===== src/bounded_list_engine_macros.svh =====
// Assertion macros used by the list engine top level.
`ifndef BOUNDED_LIST_ENGINE_MACROS_SVH
`define BOUNDED_LIST_ENGINE_MACROS_SVH

// Same-cycle implication, checked on every rising clock edge outside reset.
`define BLE_ASSERT_NOW(label, clk, rst, ante, cons, msg) \
   label: assert property (@(posedge clk) disable iff (rst) (ante) |-> (cons)) \
      else $error(msg);

// Next-cycle implication, checked on every rising clock edge outside reset.
`define BLE_ASSERT_NEXT(label, clk, rst, ante, cons, msg) \
   label: assert property (@(posedge clk) disable iff (rst) (ante) |=> (cons)) \
      else $error(msg);

`endif


===== src/blist_pkg.sv =====
// Types, constants and codes shared by the list engine modules.
`default_nettype none

package blist_pkg;

   // List geometry.
   localparam int DEPTH      = 16;
   localparam int ITEM_WIDTH = 32;
   localparam int IDX_W      = $clog2(DEPTH);
   localparam int CNT_W      = $clog2(DEPTH + 1);

   // Fixed field widths of the stream items.
   localparam int OPCODE_W   = 4;
   localparam int VALUE_W    = 32;
   localparam int POSITION_W = 4;
   localparam int READ_W     = 32;
   localparam int COUNT_W    = 5;
   localparam int STATUS_W   = 2;

   localparam int REQ_BITS = OPCODE_W + VALUE_W + POSITION_W;
   localparam int REQ_W    = ((REQ_BITS + 7) / 8) * 8;
   localparam int RSP_BITS = READ_W + 1 + COUNT_W + STATUS_W;
   localparam int RSP_W    = ((RSP_BITS + 7) / 8) * 8;

   // Operation codes.
   typedef enum logic [OPCODE_W-1:0] {
      OP_APPEND       = 4'd0,
      OP_PREPEND      = 4'd1,
      OP_GET          = 4'd2,
      OP_FIRST        = 4'd3,
      OP_LAST         = 4'd4,
      OP_INCLUDES     = 4'd5,
      OP_REMOVE_VALUE = 4'd6,
      OP_REMOVE_AT    = 4'd7,
      OP_REMOVE_FIRST = 4'd8,
      OP_REMOVE_LAST  = 4'd9,
      OP_CLEAR        = 4'd10,
      OP_POP          = 4'd11
   } opcode_type;

   // Result status codes.
   typedef enum logic [STATUS_W-1:0] {
      STATUS_OK    = 2'd0,
      STATUS_FULL  = 2'd1,
      STATUS_RANGE = 2'd2
   } status_type;

   // Controller states.
   typedef enum logic [1:0] {
      ST_IDLE = 2'b01,
      ST_PASS = 2'b10
   } state_type;

   // Per-cell control: load from the shared bus, take the right or left neighbor.
   typedef struct packed {
      logic load;
      logic shl;
      logic shr;
   } cell_ctl_type;

   // Result fields, first field in the highest bits.
   typedef struct packed {
      status_type          status;
      logic [COUNT_W-1:0]  entry_count;
      logic                found;
      logic [READ_W-1:0]   read_value;
   } rsp_fields_type;

endpackage

`default_nettype wire


===== src/bounded_list_engine.sv =====
// Top level of the bounded list engine: controller, result register and cell row.
//
// The engine keeps an ordered list of up to DEPTH entries in a row of cells and runs one
// operation per request item: append, prepend, get, first, last, includes, remove by value,
// remove at, remove first, remove last, clear and pop. Each item yields exactly one response
// item carrying the read value, a found flag, the count after the operation and a status.
// Most operations are decoded in the accept cycle and their response is registered at that
// edge. Includes and remove by value run the accept cycle, then a pass that rotates the
// list once through the head cell, whose entry feeds the only value comparator, then a
// final step that registers the response. No new item is accepted during that pass. A
// request is taken whenever the controller is idle and the response register is empty or
// being drained in the same cycle, so a stalled response also holds off the next request.
// There is no clearing pass after reset; the count alone marks which cells hold entries.
`default_nettype none

`include "bounded_list_engine_macros.svh"

module bounded_list_engine (
   input  wire                           clock,
   input  wire                           reset,
   input  wire                           req_tvalid,
   output logic                          req_tready,
   // opcode [3:0], value [35:4], position [39:36]
   input  wire  [blist_pkg::REQ_W-1:0]   req_tdata,
   output logic                          rsp_tvalid,
   input  wire                           rsp_tready,
   // read_value [31:0], found [32], entry_count [37:33], status [39:38]
   output logic [blist_pkg::RSP_W-1:0]   rsp_tdata
);

   localparam int IW = blist_pkg::ITEM_WIDTH;
   localparam int CW = blist_pkg::CNT_W;
   localparam int XW = blist_pkg::IDX_W;

   // Request fields.
   blist_pkg::opcode_type                  req_opcode;
   logic [blist_pkg::VALUE_W-1:0]          req_value;
   logic [blist_pkg::POSITION_W-1:0]       req_position;
   logic [IW-1:0]                          req_item;

   assign req_opcode   = blist_pkg::opcode_type'(req_tdata[blist_pkg::OPCODE_W-1:0]);
   assign req_value    = req_tdata[blist_pkg::OPCODE_W +: blist_pkg::VALUE_W];
   assign req_position = req_tdata[blist_pkg::OPCODE_W + blist_pkg::VALUE_W +:
                                   blist_pkg::POSITION_W];
   assign req_item     = IW'(req_value);

   // Control and pass registers.
   blist_pkg::state_type   state_ff, state_in;
   logic [CW-1:0]          count_ff, count_in;
   logic [CW-1:0]          remain_ff, remain_in;
   logic [IW-1:0]          key_ff, key_in;
   logic                   drop_ff, drop_in;
   logic                   found_ff, found_in;
   logic                   rsp_valid_ff, rsp_valid_in;
   blist_pkg::rsp_fields_type rsp_ff, rsp_in;

   // Cell row interface.
   blist_pkg::cell_ctl_type [blist_pkg::DEPTH-1:0] cell_ctl;
   logic [IW-1:0]          load_data;
   logic [XW-1:0]          rd_addr;
   logic [IW-1:0]          head;
   logic [IW-1:0]          rd_data;

   // Per-item decode.
   logic                   req_fire;
   logic                   slot_free;
   logic                   list_full;
   logic                   list_empty;
   logic                   pos_bad;
   logic                   key_match;
   logic                   emit;
   logic [IW-1:0]          res_read;
   logic                   res_found;
   blist_pkg::status_type  res_status;

   // Terms used by the design checks.
   logic                   in_idle;
   logic                   in_pass;
   logic                   quick_op;
   logic                   count_in_range;

   assign slot_free  = !rsp_valid_ff || rsp_tready;
   assign req_tready = (state_ff == blist_pkg::ST_IDLE) && slot_free;
   assign req_fire   = req_tvalid && req_tready;
   assign list_full  = (count_ff == CW'(blist_pkg::DEPTH));
   assign list_empty = (count_ff == '0);
   assign pos_bad    = (32'(req_position) >= 32'(count_ff));
   assign key_match  = (head == key_ff);

   assign in_idle        = (state_ff == blist_pkg::ST_IDLE);
   assign in_pass        = (state_ff == blist_pkg::ST_PASS);
   assign quick_op       = req_fire && (req_opcode != blist_pkg::OP_INCLUDES) &&
                           (req_opcode != blist_pkg::OP_REMOVE_VALUE);
   assign count_in_range = (count_ff <= CW'(blist_pkg::DEPTH));

   // Operation decode and the rotation pass for includes and remove by value.
   always_comb begin
      for (int i = 0; i < blist_pkg::DEPTH; i++) begin
         cell_ctl[i] = '0;
      end
      load_data  = req_item;
      rd_addr    = XW'(count_ff - CW'(1));
      state_in   = state_ff;
      count_in   = count_ff;
      remain_in  = remain_ff;
      key_in     = key_ff;
      drop_in    = drop_ff;
      found_in   = found_ff;
      emit       = 1'b0;
      res_read   = '0;
      res_found  = 1'b0;
      res_status = blist_pkg::STATUS_OK;

      unique case (state_ff)
         blist_pkg::ST_IDLE: begin
            if (req_fire) begin
               emit = 1'b1;
               unique case (req_opcode)
                  blist_pkg::OP_APPEND: begin
                     if (list_full) begin
                        res_status = blist_pkg::STATUS_FULL;
                     end else begin
                        cell_ctl[XW'(count_ff)].load = 1'b1;
                        count_in = count_ff + CW'(1);
                     end
                  end
                  blist_pkg::OP_PREPEND: begin
                     if (list_full) begin
                        res_status = blist_pkg::STATUS_FULL;
                     end else begin
                        for (int i = 0; i < blist_pkg::DEPTH; i++) begin
                           cell_ctl[i].shr = 1'b1;
                        end
                        cell_ctl[0].load = 1'b1;
                        count_in = count_ff + CW'(1);
                     end
                  end
                  blist_pkg::OP_GET: begin
                     rd_addr = XW'(req_position);
                     if (pos_bad) begin
                        res_status = blist_pkg::STATUS_RANGE;
                     end else begin
                        res_read = rd_data;
                     end
                  end
                  blist_pkg::OP_FIRST: begin
                     rd_addr = '0;
                     if (list_empty) begin
                        res_status = blist_pkg::STATUS_RANGE;
                     end else begin
                        res_read = rd_data;
                     end
                  end
                  blist_pkg::OP_LAST: begin
                     if (list_empty) begin
                        res_status = blist_pkg::STATUS_RANGE;
                     end else begin
                        res_read = rd_data;
                     end
                  end
                  blist_pkg::OP_INCLUDES, blist_pkg::OP_REMOVE_VALUE: begin
                     emit      = 1'b0;
                     state_in  = blist_pkg::ST_PASS;
                     remain_in = count_ff;
                     key_in    = req_item;
                     drop_in   = (req_opcode == blist_pkg::OP_REMOVE_VALUE);
                     found_in  = 1'b0;
                  end
                  blist_pkg::OP_REMOVE_AT: begin
                     if (pos_bad) begin
                        res_status = blist_pkg::STATUS_RANGE;
                     end else begin
                        for (int i = 0; i < blist_pkg::DEPTH; i++) begin
                           cell_ctl[i].shl = (32'(i) >= 32'(req_position));
                        end
                        count_in = count_ff - CW'(1);
                     end
                  end
                  blist_pkg::OP_REMOVE_FIRST: begin
                     if (list_empty) begin
                        res_status = blist_pkg::STATUS_RANGE;
                     end else begin
                        for (int i = 0; i < blist_pkg::DEPTH; i++) begin
                           cell_ctl[i].shl = 1'b1;
                        end
                        count_in = count_ff - CW'(1);
                     end
                  end
                  blist_pkg::OP_REMOVE_LAST: begin
                     if (list_empty) begin
                        res_status = blist_pkg::STATUS_RANGE;
                     end else begin
                        count_in = count_ff - CW'(1);
                     end
                  end
                  blist_pkg::OP_CLEAR: begin
                     count_in = '0;
                  end
                  blist_pkg::OP_POP: begin
                     if (list_empty) begin
                        res_status = blist_pkg::STATUS_RANGE;
                     end else begin
                        res_read = rd_data;
                        count_in = count_ff - CW'(1);
                     end
                  end
                  default: begin
                  end
               endcase
            end
         end
         blist_pkg::ST_PASS: begin
            if (remain_ff != '0) begin
               // Take the head out, shift the row left and put the head back at the tail
               // unless it is being dropped.
               remain_in = remain_ff - CW'(1);
               found_in  = found_ff || key_match;
               load_data = head;
               for (int i = 0; i < blist_pkg::DEPTH; i++) begin
                  cell_ctl[i].shl = 1'b1;
               end
               if (drop_ff && key_match) begin
                  count_in = count_ff - CW'(1);
               end else begin
                  cell_ctl[XW'(count_ff - CW'(1))].load = 1'b1;
               end
            end else if (slot_free) begin
               emit      = 1'b1;
               res_found = found_ff;
               state_in  = blist_pkg::ST_IDLE;
            end
         end
         default: begin
            state_in = blist_pkg::ST_IDLE;
         end
      endcase
   end

   // Response register.
   always_comb begin
      rsp_in = rsp_ff;
      if (emit) begin
         rsp_in.read_value  = blist_pkg::READ_W'(res_read);
         rsp_in.found       = res_found;
         rsp_in.entry_count = blist_pkg::COUNT_W'(count_in);
         rsp_in.status      = res_status;
      end
      rsp_valid_in = emit || (rsp_valid_ff && !rsp_tready);
   end

   // Control state.
   always_ff @(posedge clock) begin
      if (reset) begin
         state_ff     <= blist_pkg::ST_IDLE;
         count_ff     <= '0;
         remain_ff    <= '0;
         rsp_valid_ff <= 1'b0;
      end else begin
         state_ff     <= state_in;
         count_ff     <= count_in;
         remain_ff    <= remain_in;
         rsp_valid_ff <= rsp_valid_in;
      end
   end

   // Payload registers.
   always_ff @(posedge clock) begin
      key_ff   <= key_in;
      drop_ff  <= drop_in;
      found_ff <= found_in;
      rsp_ff   <= rsp_in;
   end

   assign rsp_tvalid = rsp_valid_ff;
   assign rsp_tdata  = blist_pkg::RSP_W'(rsp_ff);

   blist_chain u_chain (
      .clock     (clock),
      .cell_ctl  (cell_ctl),
      .load_data (load_data),
      .rd_addr   (rd_addr),
      .head      (head),
      .rd_data   (rd_data)
   );

   // Design checks.
   `BLE_ASSERT_NOW(a_count_bound, clock, reset, 1'b1, count_in_range, "count above depth")
   `BLE_ASSERT_NOW(a_pass_remain, clock, reset, in_pass, remain_ff <= count_ff, "pass overrun")
   `BLE_ASSERT_NEXT(a_quick_result, clock, reset, quick_op, rsp_valid_ff, "missing quick result")
   `BLE_ASSERT_NOW(a_ready_idle, clock, reset, req_tready, in_idle && slot_free, "ready when busy")

endmodule

`default_nettype wire


===== src/blist_cell.sv =====
// One list cell: holds a single entry and moves it to or from its neighbors.
`default_nettype none

module blist_cell (
   input  wire                                  clock,
   input  blist_pkg::cell_ctl_type              ctl,
   input  wire  [blist_pkg::ITEM_WIDTH-1:0]     load_data,
   input  wire  [blist_pkg::ITEM_WIDTH-1:0]     left_data,
   input  wire  [blist_pkg::ITEM_WIDTH-1:0]     right_data,
   output logic [blist_pkg::ITEM_WIDTH-1:0]     entry
);

   logic [blist_pkg::ITEM_WIDTH-1:0] entry_ff;
   logic [blist_pkg::ITEM_WIDTH-1:0] entry_in;

   // A load wins over a shift; otherwise the entry holds.
   always_comb begin
      entry_in = entry_ff;
      if (ctl.load) begin
         entry_in = load_data;
      end else if (ctl.shl) begin
         entry_in = right_data;
      end else if (ctl.shr) begin
         entry_in = left_data;
      end
   end

   always_ff @(posedge clock) begin
      entry_ff <= entry_in;
   end

   assign entry = entry_ff;

endmodule

`default_nettype wire


===== src/blist_chain.sv =====
// Row of list cells with neighbor links, the head tap and one read port.
`default_nettype none

module blist_chain (
   input  wire                                          clock,
   input  blist_pkg::cell_ctl_type [blist_pkg::DEPTH-1:0] cell_ctl,
   input  wire  [blist_pkg::ITEM_WIDTH-1:0]             load_data,
   input  wire  [blist_pkg::IDX_W-1:0]                  rd_addr,
   output logic [blist_pkg::ITEM_WIDTH-1:0]             head,
   output logic [blist_pkg::ITEM_WIDTH-1:0]             rd_data
);

   logic [blist_pkg::ITEM_WIDTH-1:0] entry      [blist_pkg::DEPTH];
   logic [blist_pkg::ITEM_WIDTH-1:0] left_link  [blist_pkg::DEPTH];
   logic [blist_pkg::ITEM_WIDTH-1:0] right_link [blist_pkg::DEPTH];

   // Each cell sees its left and right neighbor; the row ends feed back on the bus or itself.
   for (genvar i = 0; i < blist_pkg::DEPTH; i++) begin : g_cell
      if (i == 0) begin : g_first
         assign left_link[i] = load_data;
      end else begin : g_inner_left
         assign left_link[i] = entry[i-1];
      end
      if (i == blist_pkg::DEPTH - 1) begin : g_last
         assign right_link[i] = entry[i];
      end else begin : g_inner_right
         assign right_link[i] = entry[i+1];
      end

      blist_cell u_cell (
         .clock      (clock),
         .ctl        (cell_ctl[i]),
         .load_data  (load_data),
         .left_data  (left_link[i]),
         .right_data (right_link[i]),
         .entry      (entry[i])
      );
   end

   assign head    = entry[0];
   assign rd_data = entry[rd_addr];

endmodule

`default_nettype wire

===== config.mk =====
export PLATFORM = sky130hd
export DESIGN_NAME = bounded_list_engine
export DESIGN_NICKNAME = d
export VERILOG_FILES = /design/src/blist_pkg.sv /design/src/bounded_list_engine.sv /design/src/blist_cell.sv /design/src/blist_chain.sv
export VERILOG_INCLUDE_DIRS = /design/src /design/src/src
export SDC_FILE = /design/constraint.sdc
export NUM_CORES = 2
export LEC_CHECK = 0
export ABC_AREA = 1
export ABC_CLOCK_PERIOD_IN_PS = 4300
export BUFFER_PORTS_ARGS = -buffer_cell sky130_fd_sc_hd__buf_2
export CORE_AREA = 2 2 326 360
export DETAILED_ROUTE_END_ITERATION = 8
export DIE_AREA = 0 0 328 362
export GPL_ROUTABILITY_DRIVEN = 0
export HOLD_SLACK_MARGIN = 0.15
export SLEW_MARGIN = 25
export SYNTH_ARGS = -nofsm -noshare
export SYNTH_HDL_FRONTEND = slang
export SYNTH_SLANG_ARGS = --single-unit

===== constraint.sdc =====
create_clock -name clock -period 4.3 [get_ports clock]
set_clock_uncertainty 0.15 [all_clocks]
set_input_delay 0.215 -clock clock [delete_from_list [all_inputs] [get_ports clock]]
set_output_delay 0.215 -clock clock [all_outputs]
set_load 0.005 [all_outputs]

==> impl_metrics.csv <==
group,metric,value,unit
clock_tree,cts-hold-fix-buffers,68,
place,pre_cts_ws,0.599,ns
logic_synthesis,synth_seq_cells,599,
grt,grt_pass1_vias,33800,
clock_tree,clk_pin_slew,0.06,ns
hold_path,min_path_type,"in2reg",
power,ir_worst_vdd,0.994,mV
grt,groute.usage.overall,20.8,%
die,die_w,328,um
worst_setup_path,endpoint,"rsp_tdata[6]",
clock_tree,clockRootBuffer,"clkbuf_16",
place,dp_hpwl,89000,um
logic_synthesis,ys_warn_count,0,
detailed_routing,drtIter0Drc,3757,
worst_setup_path,worst_r2r_endpoint,"rsp_tdata[6]",
clock_tree,post_cts.repair.setup_buffers,0,
die,num_io_pins,86,
die,fp.dieH,362,um
logic_synthesis,synth-seq-area-share,44.6,%
timing,relSlewSlack,29.3,%
worst_setup_path,crit_arrival,4.10,ns
detailed_routing,ant_nets,0,
die,start_util,34.7,%
grt,grt_start_max_net_pins,168,
worst_setup_path,startpoint_type,"input pin",
layout,syn_to_final_growth,10.1,%
logic_synthesis,synth_cell_type_count,40,
worst_setup_path,critPathKind,"in2reg",
timing,tns,0,ns
timing,worst_slack,0.456,ns
die,rows,131,
worst_setup_path,crit_start,"req_tdata[1]",
layout,final_util,38.2,%
logic_synthesis,synth_cells,5547,
timing,max_freq,260,MHz
detailed_routing,drt-total-wl,127000,um
detailed_routing,drt_first_pass_iters,6,
flow_run,cap_violations,0,
worst_setup_path,rr_startpoint,"state_ff[1]",
timing,slew_violations,0,
grt,overflow,0,
worst_setup_path,rrSetupSlack,0.54,ns
clock_tree,clock_latency,0.65,ns
clock_tree,clock_sinks,599,
power,p_per_area,594,mW/mm2
logic_synthesis,syn-cell-area,0.0400,mm2
worst_setup_path,worstRegToRegCells,13,
timing,setup_viol,0,
die,fp.coreArea,0.115,mm2
timing,hold_viol,0,
clock_tree,htree_levels,3,
worst_setup_path,critPathMaxFanout,67,
clock_tree,cts_buffer_depth,3,
detailed_routing,drc,0,
timing,post-route-period-util,89.4,%
logic_synthesis,synth_nets,5604,
timing,worstMarginPinSlew,1.06,ns
timing,period_needed,3.84,ns
worst_setup_path,critPathRequiredTime,4.55,ns
outcome,status,"finished clean",
clock_tree,numCtsBuffers,69,
clock_tree,cts_tree,"done",
clock_tree,cts_resized,0,
worst_setup_path,worstSetupEndpointType,"flop",
layout,nets,5517,
power,power,26.2,mW
die,die_area,0.119,mm2
detailed_routing,vias,36900,
layout,antenna_cells,0,
place,port_buffers,85,
power,total_leakage_power,20.4,nW
logic_synthesis,avgSynthCellArea,7.21,um2
timing,rsz0062_at_grt,"false",
layout,drive_gt1_share,8.13,%
detailed_routing,via_per_inst,5.24,
grt,antenna_found_initial,0,
grt,grt_pass1_wl,199000,um
detailed_routing,wire_per_inst,18.0,um
cell usage in the layout (no fill, tap or decap), types with 4 or more instances in the layout:
master         count
a21oi_1           67
buf_12            17
buf_2             85
buf_4             92
bufinv_16          5
clkbuf_1          18
clkbuf_16         71
clkinv_1          16
clkinv_2           8
dfxtp_1           13
dlygate4sd3_1     68
edfxtp_1         586
ha_1              13
inv_1            319
inv_2             37
nand2_1         2482
nand2_2           30
nand3_1          858
nand3_2           13
nand4_1           11
nor2_1           153
nor2_2             6
nor2_4             7
nor3_1             5
o211ai_1         163
o21ai_0          231
o21ai_1           47
o21ai_2           35
o21ai_4            4
o22ai_4            4
or2_2             15
xor2_1             4
layer usage:
| metal | global-route usage, % | part of all wire (%) |
|---|---|---|
| met1 | 29.8 | 46 |
| met4 | 6.00 | 2.1 |
| met5 | 0 | 0 |
| met2 | 32.9 | 45 |
| met3 | 2.38 | 7.2 |
cell type report:
class | instances | area (um2)
flip-flops and latches | 599 | 17900
well taps | 1529 | 1910
clock inverters | 32 | 275
repair buffers | 262 | 2140
inverters | 359 | 1360
multi-input cells | 4169 | 18600
fillers | 11900 | 71200
clock buffers | 91 | 1870
how the worst min path moves through the flow:
stage | startpoint | to | depth (start not counted)
3_3_place_gp | req_tdata[29] | key_ff[25] | 1
4_1_cts | req_tdata[12] | key_ff[8] | 2
3_5_place_dp | req_tdata[19] | key_ff[15] | 1
2_1_floorplan | req_tdata[4] | key_ff[0] | 0
6_report | req_tdata[26] | key_ff[22] | 2
5_1_grt | req_tdata[26] | key_ff[22] | 2
registers in the layout (all words and copies together) (netlist names):
| name | flops |
|---|---|
| drop_ff | 1 |
| count_ff | 5 |
| rsp_tdata | 40 |
| u_chain.g_cell.u_cell.entry | 512 |
| rsp_tvalid | 1 |
| remain_ff | 5 |
| state_ff | 2 |
| found_ff | 1 |
| key_ff | 32 |
Yosys cell counts, drive strengths merged:
master	instances	area, um2
dfxtp	13	260
o22ai	8	81.3
a21oi	67	335
nand2	2516	9520
buf	307	1890
inv	359	1350
nor3	6	41.3
o2111ai	1	8.76
ha	13	163
nor4	1	12.5
o211ai	163	1220
xor2	5	51.3
o32ai	1	8.76
a31oi	3	18.8
nand3	871	4390
o21ai	317	1730
xnor2	1	8.76
or2	17	106
edfxtp	586	17600
nand4	11	68.8
a211oi	2	15.0
clkbuf	113	429
nor2	166	683
cells by family after synthesis:
kind of cell / after synthesis / synth area share, %
AOI/OAI and AO/OA: 562 / 8.55
xor gates and xnor gates: 6 / 0.150
adders and majority gates: 13 / 0.407
buffers and inverters: 779 / 9.18
DFF: 599 / 44.6
and+or+nand+nor: 3588 / 37.1
critical path, cell delays in order:
cell	delay, ns
dlygate4sd3_1	0.53
buf_2	0.15
inv_2	0.07
nor2_2	0.13
dlygate4sd3_1	0.60
nand2_1	0.09
nor2_1	0.14
nand2_1	0.15
nand2_8	0.30
buf_4	0.56
buf_4	0.55
o211ai_1	0.16
nand3_1	0.14
nand3_1	0.09
nand2_1	0.08
nor2_1	0.04
through the flow:
stage / std cells / instance area [um2] / hold slack (ns)
3_5_place_dp: 6850 / 41200 / 0.261
6_report: 7041 / 44100 / 0.182
2_1_floorplan: 5547 / 40000 / 0.164
3_3_place_gp: 6850 / 41200 / 0.258
4_1_cts: 7041 / 44000 / 0.153
5_1_grt: 7041 / 44100 / 0.193
report_power, final:
| part | leakage (nW) | switching [mW] | total [mW] | internal [mW] |
|---|---|---|---|---|
| clock network | 1.05 | 2.54 | 5.90 | 3.36 |
| registers | 5.42 | 0.412 | 7.69 | 7.28 |
| logic | 13.9 | 9.33 | 12.6 | 3.27 |
| total | 20.4 | 12.3 | 26.2 | 13.9 |
(Power assumes the default switching activity.)
